**src/rtl/gdfo_pkg.sv**
```systemverilog
package gdfo_pkg;

  localparam int VTX_W      = 10;
  localparam int CFG_W      = 11;
  localparam int MODE_W     = 2;
  localparam int IN_DATA_W  = 24;
  localparam int OUT_DATA_W = 16;

  localparam int DEF_MAX_VERTICES = 1024;
  localparam int DEF_MAX_EDGES    = 4096;

  localparam logic [CFG_W-1:0] CFG_RESET = 11'd1024;

  typedef enum logic [MODE_W-1:0] {
    MODE_LOAD  = 2'd0,
    MODE_NEXT  = 2'd1,
    MODE_CLEAR = 2'd2
  } mode_t;

endpackage

```
**src/rtl/gdfo_alu.sv**
```systemverilog
module gdfo_alu #(
  parameter int WIDTH = gdfo_pkg::CFG_W
) (
  input  logic [WIDTH-1:0] a,
  input  logic [WIDTH-1:0] b,
  output logic [WIDTH-1:0] sum,
  output logic             lt
);

  logic [WIDTH:0] diff;

  assign sum  = a + b;
  // borrow out of the subtract gives the unsigned less-than
  assign diff = {1'b0, a} - {1'b0, b};
  assign lt   = diff[WIDTH];

endmodule

```
**config.mk**
```make
export PLATFORM = sky130hd
export DESIGN_NAME = gdfo_alu
export DESIGN_NICKNAME = d
export VERILOG_FILES = /design/src/rtl/gdfo_pkg.sv /design/src/rtl/gdfo_alu.sv
export SDC_FILE = /design/constraint.sdc
export NUM_CORES = 1
export LEC_CHECK = 0
export ABC_AREA = 1
export BUFFER_PORTS_ARGS = -buffer_cell sky130_fd_sc_hd__clkbuf_2
export CELL_PAD_IN_SITES_DETAIL_PLACEMENT = 1
export CELL_PAD_IN_SITES_GLOBAL_PLACEMENT = 1
export CORE_MARGIN = 2
export CORE_UTILIZATION = 33
export DETAILED_ROUTE_END_ITERATION = 12
export PLACE_DENSITY = 0.84
export SYNTH_ARGS = -nofsm -noshare
export SYNTH_HDL_FRONTEND = slang
export SYNTH_SLANG_ARGS = --single-unit
```
**constraint.sdc**
```tcl
create_clock -name vclk -period 2
set_clock_uncertainty 0.05 [all_clocks]
set_input_delay 0.3 -clock vclk [all_inputs]
set_output_delay 0.3 -clock vclk [all_outputs]
set_load 0.1 [all_outputs]
```
==> results of run 1 <==
synth_stat cells:
cell,count,area [um2]
nand2_1,38,142.6
inv_1,31,116.4
ha_1,21,262.8
nor2_1,13,48.80
nand3_1,7,35.03
a21oi_1,6,30.03
xor2_1,5,43.79
o21bai_1,3,22.52
a21oi_2,2,17.52
inv_2,2,7.510
nor3_1,2,10.01
o21ai_0,2,10.01
fa_1,1,20.02
nand3_2,1,10.01
nand4_1,1,6.260
nor2_2,1,6.260
nor3_2,1,10.01
logic make-up after synthesis:
group / Yosys count
AOI/OAI and AO/OA: 13
and+or+nand+nor: 64
xor gates and xnor gates: 5
buffers and inverters: 33
adders and majority gates: 22
timing repair:
item                                    CTS
gates cloned                              0
setup buffers                             2
endpoints found under the setup margin    8
gates resized for setup                  17
hold endpoints to repair                  0
pin swaps                                 5
per-stage QoR:
step | instance area [um2] | TNS (ps) | cells | worst slack [ps]
2_1_floorplan | 932.1 | -311.8 | 137 | -161.0
3_3_place_gp | 1388 | -77.16 | 210 | -55.53
3_5_place_dp | 1388 | -494.7 | 210 | -147.6
4_1_cts | 1480 | -390.3 | 212 | -126.9
==> flow_summary.json, run 1 <==
{
  "firstError": "[ERROR DPL-0033] detailed placement checks failed during check placement.",
  "routabilityCongestion": 0.8040,
  "io_buffers": 34,
  "std_cell_rows": 17,
  "status": "did not finish",
  "synth_cells": 137,
  "synth_fa_ha_area_share_pct": 35.37,
  "initial_core_util_pct": 35.46,
  "synth_top_family_by_area": "adder cells",
  "ios": 34,
  "die_h_um": 53.22,
  "yosys.area_share.simple_pct": 33.65,
  "synth_xor_area_share_pct": 5.477,
  "syn-num-nets": 181,
  "avgSynthCellArea_um2": 5.836,
  "synth_compound_area_share_pct": 10.02,
  "grt_max_degree": 7,
  "dp_hpwl_mm": 2.940,
  "yosys-mux-area-fraction_pct": 0,
  "dieWidth_um": 53.22,
  "synthesis.area_um2": 799.5,
  "worst-ep-kind": "top-level output",
  "hold_buffers": 0,
  "antenna_found_initial": 0,
  "lastStage": "5_1_grt",
  "worstEndpointGrtRepair": "sum[6]",
  "yosysUniqueCellTypes": 17,
  "yosysSeqAreaShare_pct": 0,
  "yosys_warnings": 0
}
==> inputs of run 2 (changes only) <==
CELL_PAD_IN_SITES_DETAIL_PLACEMENT = not set   (was 1)
CELL_PAD_IN_SITES_GLOBAL_PLACEMENT = not set   (was 1)
CORE_AREA = 2 2 63 65   (was not set)
CORE_MARGIN = not set   (was 2)
CORE_UTILIZATION = not set   (was 33)
DIE_AREA = 0 0 65 67   (was not set)
PLACE_DENSITY = not set   (was 0.84)
PLACE_DENSITY_LB_ADDON = 0.15   (was not set)
==> run 2 against run 1 <==
Net effect: the run now ends clean; synthesized cell count stayed put; synthesized area did not move.
==> flow_summary.json, run 2 <==
{
  "std_cell_rows": 22,
  "die_h_um": 67,
  "synthesis.area_um2": 799.5,
  "power_leakage_nw": 0.8351,
  "drc": 0,
  "swShare_pct": 62.31,
  "finish.net_count": 233,
  "initial_core_util_pct": 22.17,
  "cp-end-kind": "output port",
  "final_antenna_net_count": 0,
  "wl_per_cell_um": 9.583,
  "multi_input_area_um2": 923.4,
  "slew_viol_final": 0,
  "worstPathRequired_ps": 1650,
  "cp_top_family": "adder cells",
  "nFillCells": 380,
  "synth_top_area_cell": "ha_1",
  "n_antenna_cell": 0,
  "ir_drop_mv": 0.2109,
  "period_share_pct": 98.29,
  "yosysUniqueCellTypes": 17,
  "mostFrequentLayoutCell": "nand2_1",
  "max_cap_violations": 0,
  "yosysSeqAreaShare_pct": 0,
  "totalWireLength_mm": 2.252,
  "drive_gt1_share_pct": 50.27,
  "crit_slowest_cell": "fa_2",
  "n_clock_buffer": 0,
  "status": "complete, no violations",
  "critPathMaxFanout": 3,
  "startpoint_type": "input pin",
  "rsz0062_at_grt": "true",
  "ios": 34,
  "dieWidth_um": 65,
  "setup_viol": 0,
  "yosysMostFrequentCell": "nand2_1",
  "dp_hpwl_mm": 1.912,
  "pwr-share-clk_pct": 0,
  "antenna_found_initial": 0,
  "vias_per_cell": 4.162,
  "fin_crit_ps": 1966,
  "critical_path.cell_chain": "buf_8 > ha_4 > inv_2 > fa_2 > inv_2 > nand2_2 > nand3_4 > nand2_4 > nand2_4 > xor2_4 > buf_12",
  "finalSetupTns_ps": 0,
  "p_int_mw": 0.3347,
  "io_buffers": 34,
  "p_per_area_nw_per_um2": 557.6,
  "p_sw_mw": 0.5534,
  "drtIter0Drc": 17,
  "num_vias": 978,
  "grtUsageTotal_pct": 9.932,
  "worstMarginPinSlew_ps": 280.2,
  "design.seq.count": 0,
  "synth_commonest_cells": "38 x nand2_1, 31 x inv_1, 21 x ha_1",
  "routabilityCongestion": 0.7710,
  "die_area_um2": 4355,
  "pwr-share-comb_pct": 100.0,
  "synthTopCellsByArea": "ha_1 33%, nand2_1 18%, inv_1 15%",
  "cp_num_buf_inv": 4,
  "cp.arrival_ps": 1620,
  "ff_latch_area_um2": 0,
  "grt_max_degree": 6,
  "fmaxAchievable_mhz": 508.7,
  "gr-total-overflow": 0,
  "yosys_warnings": 0,
  "avgSynthCellArea_um2": 5.836,
  "fin_area_um2": 1593,
  "max_stage_delay_ps": 340,
  "p_seq_share_pct": 0,
  "hold_violations": 0,
  "placed_area_um2": 1420,
  "first_pass_iters": 2,
  "final_cell_mix": "27 x nand2_1, 25 x inv_1, 20 x clkbuf_2",
  "synth_top_cell_area_share_pct": 32.86,
  "relSlewSlack_pct": 81.47,
  "syn-num-nets": 181,
  "first_global_vias": 912,
  "fp.coreArea_um2": 3606,
  "criticalPathCategory": "in2out",
  "worstHoldPathType": "in2out",
  "syn2layout_area_growth_pct": 99.22,
  "grt_pass1_wl_mm": 3.601,
  "hold_buffers": 0,
  "synth_cells": 137
}
-- run 2: final cells by class --
type,instances,area share (%)
multi-input cells,104,57.97
inverters,33,7.777
repair buffers,50,30.48
well taps,48,3.771
-- run 2: path summary, 6_finish.rpt --
check / startpoint / to / slack [ps] / cells after the start
min: a[0] / sum[0] / 1080 / 5
max: b[0] / sum[6] / 30 / 11
-- run 2: tightest hold or removal path, stage by stage --
cell   delay, ps
buf_8        100
inv_1         50
ha_1         120
inv_1         40
buf_4        220
-- run 2: what timing repair did --
item,CTS,global route
buffers inserted,1,3
resized for setup,4,29
pin swaps,2,11
gates cloned,0,0
setup endpoints to repair,1,7
-- run 2: power groups by stage --
| stage | combinational, mW | clock, mW | sequential [mW] |
|---|---|---|---|
| detailed placement | 0.836 | 0 | 0 |
| CTS | 0.847 | 0 | 0 |
| global route | 0.940 | 0 | 0 |
| floorplan | 0.540 | 0 | 0 |
| finish | 0.888 | 0 | 0 |
| global placement | 0.830 | 0 | 0 |
-- run 2: kinds of logic after synthesis --
logic type | after synthesis | share of synthesized area [%]
AO/OA/AOI/OAI | 13 | 10.02
XOR/XNOR | 5 | 5.477
adder cells (fa/ha/maj) | 22 | 35.37
buffers and inverters | 33 | 15.49
AND/OR/NAND/NOR | 64 | 33.65
-- run 2: stage by stage --
step / util (%) / std cells / total power, mW / worst slack (ps) / hold WS, ps
after detailed placement: 39.38 / 231 / 0.8363 / -23.48 / 1059
after global routing: 44.17 / 235 / 0.9401 / -25.02 / 1122
after CTS: 40.28 / 232 / 0.8471 / -31.97 / 1038
final: 44.17 / 235 / 0.8882 / 34.15 / 1083
after floorplan: - / 137 / 0.5396 / -161.0 / 949.2
after global placement: 39.38 / 231 / 0.8296 / -2.821 / 1027
-- run 2: metal layers --
layer	track usage, %	vias to the layer above	part of all wire [%]
li1	-	514	-
met1	11.58	449	40
met2	20.62	15	57
met3	0.6757	0	3.6
met4	0	0	0
met5	0	-	0
(Power assumes the default switching activity.)
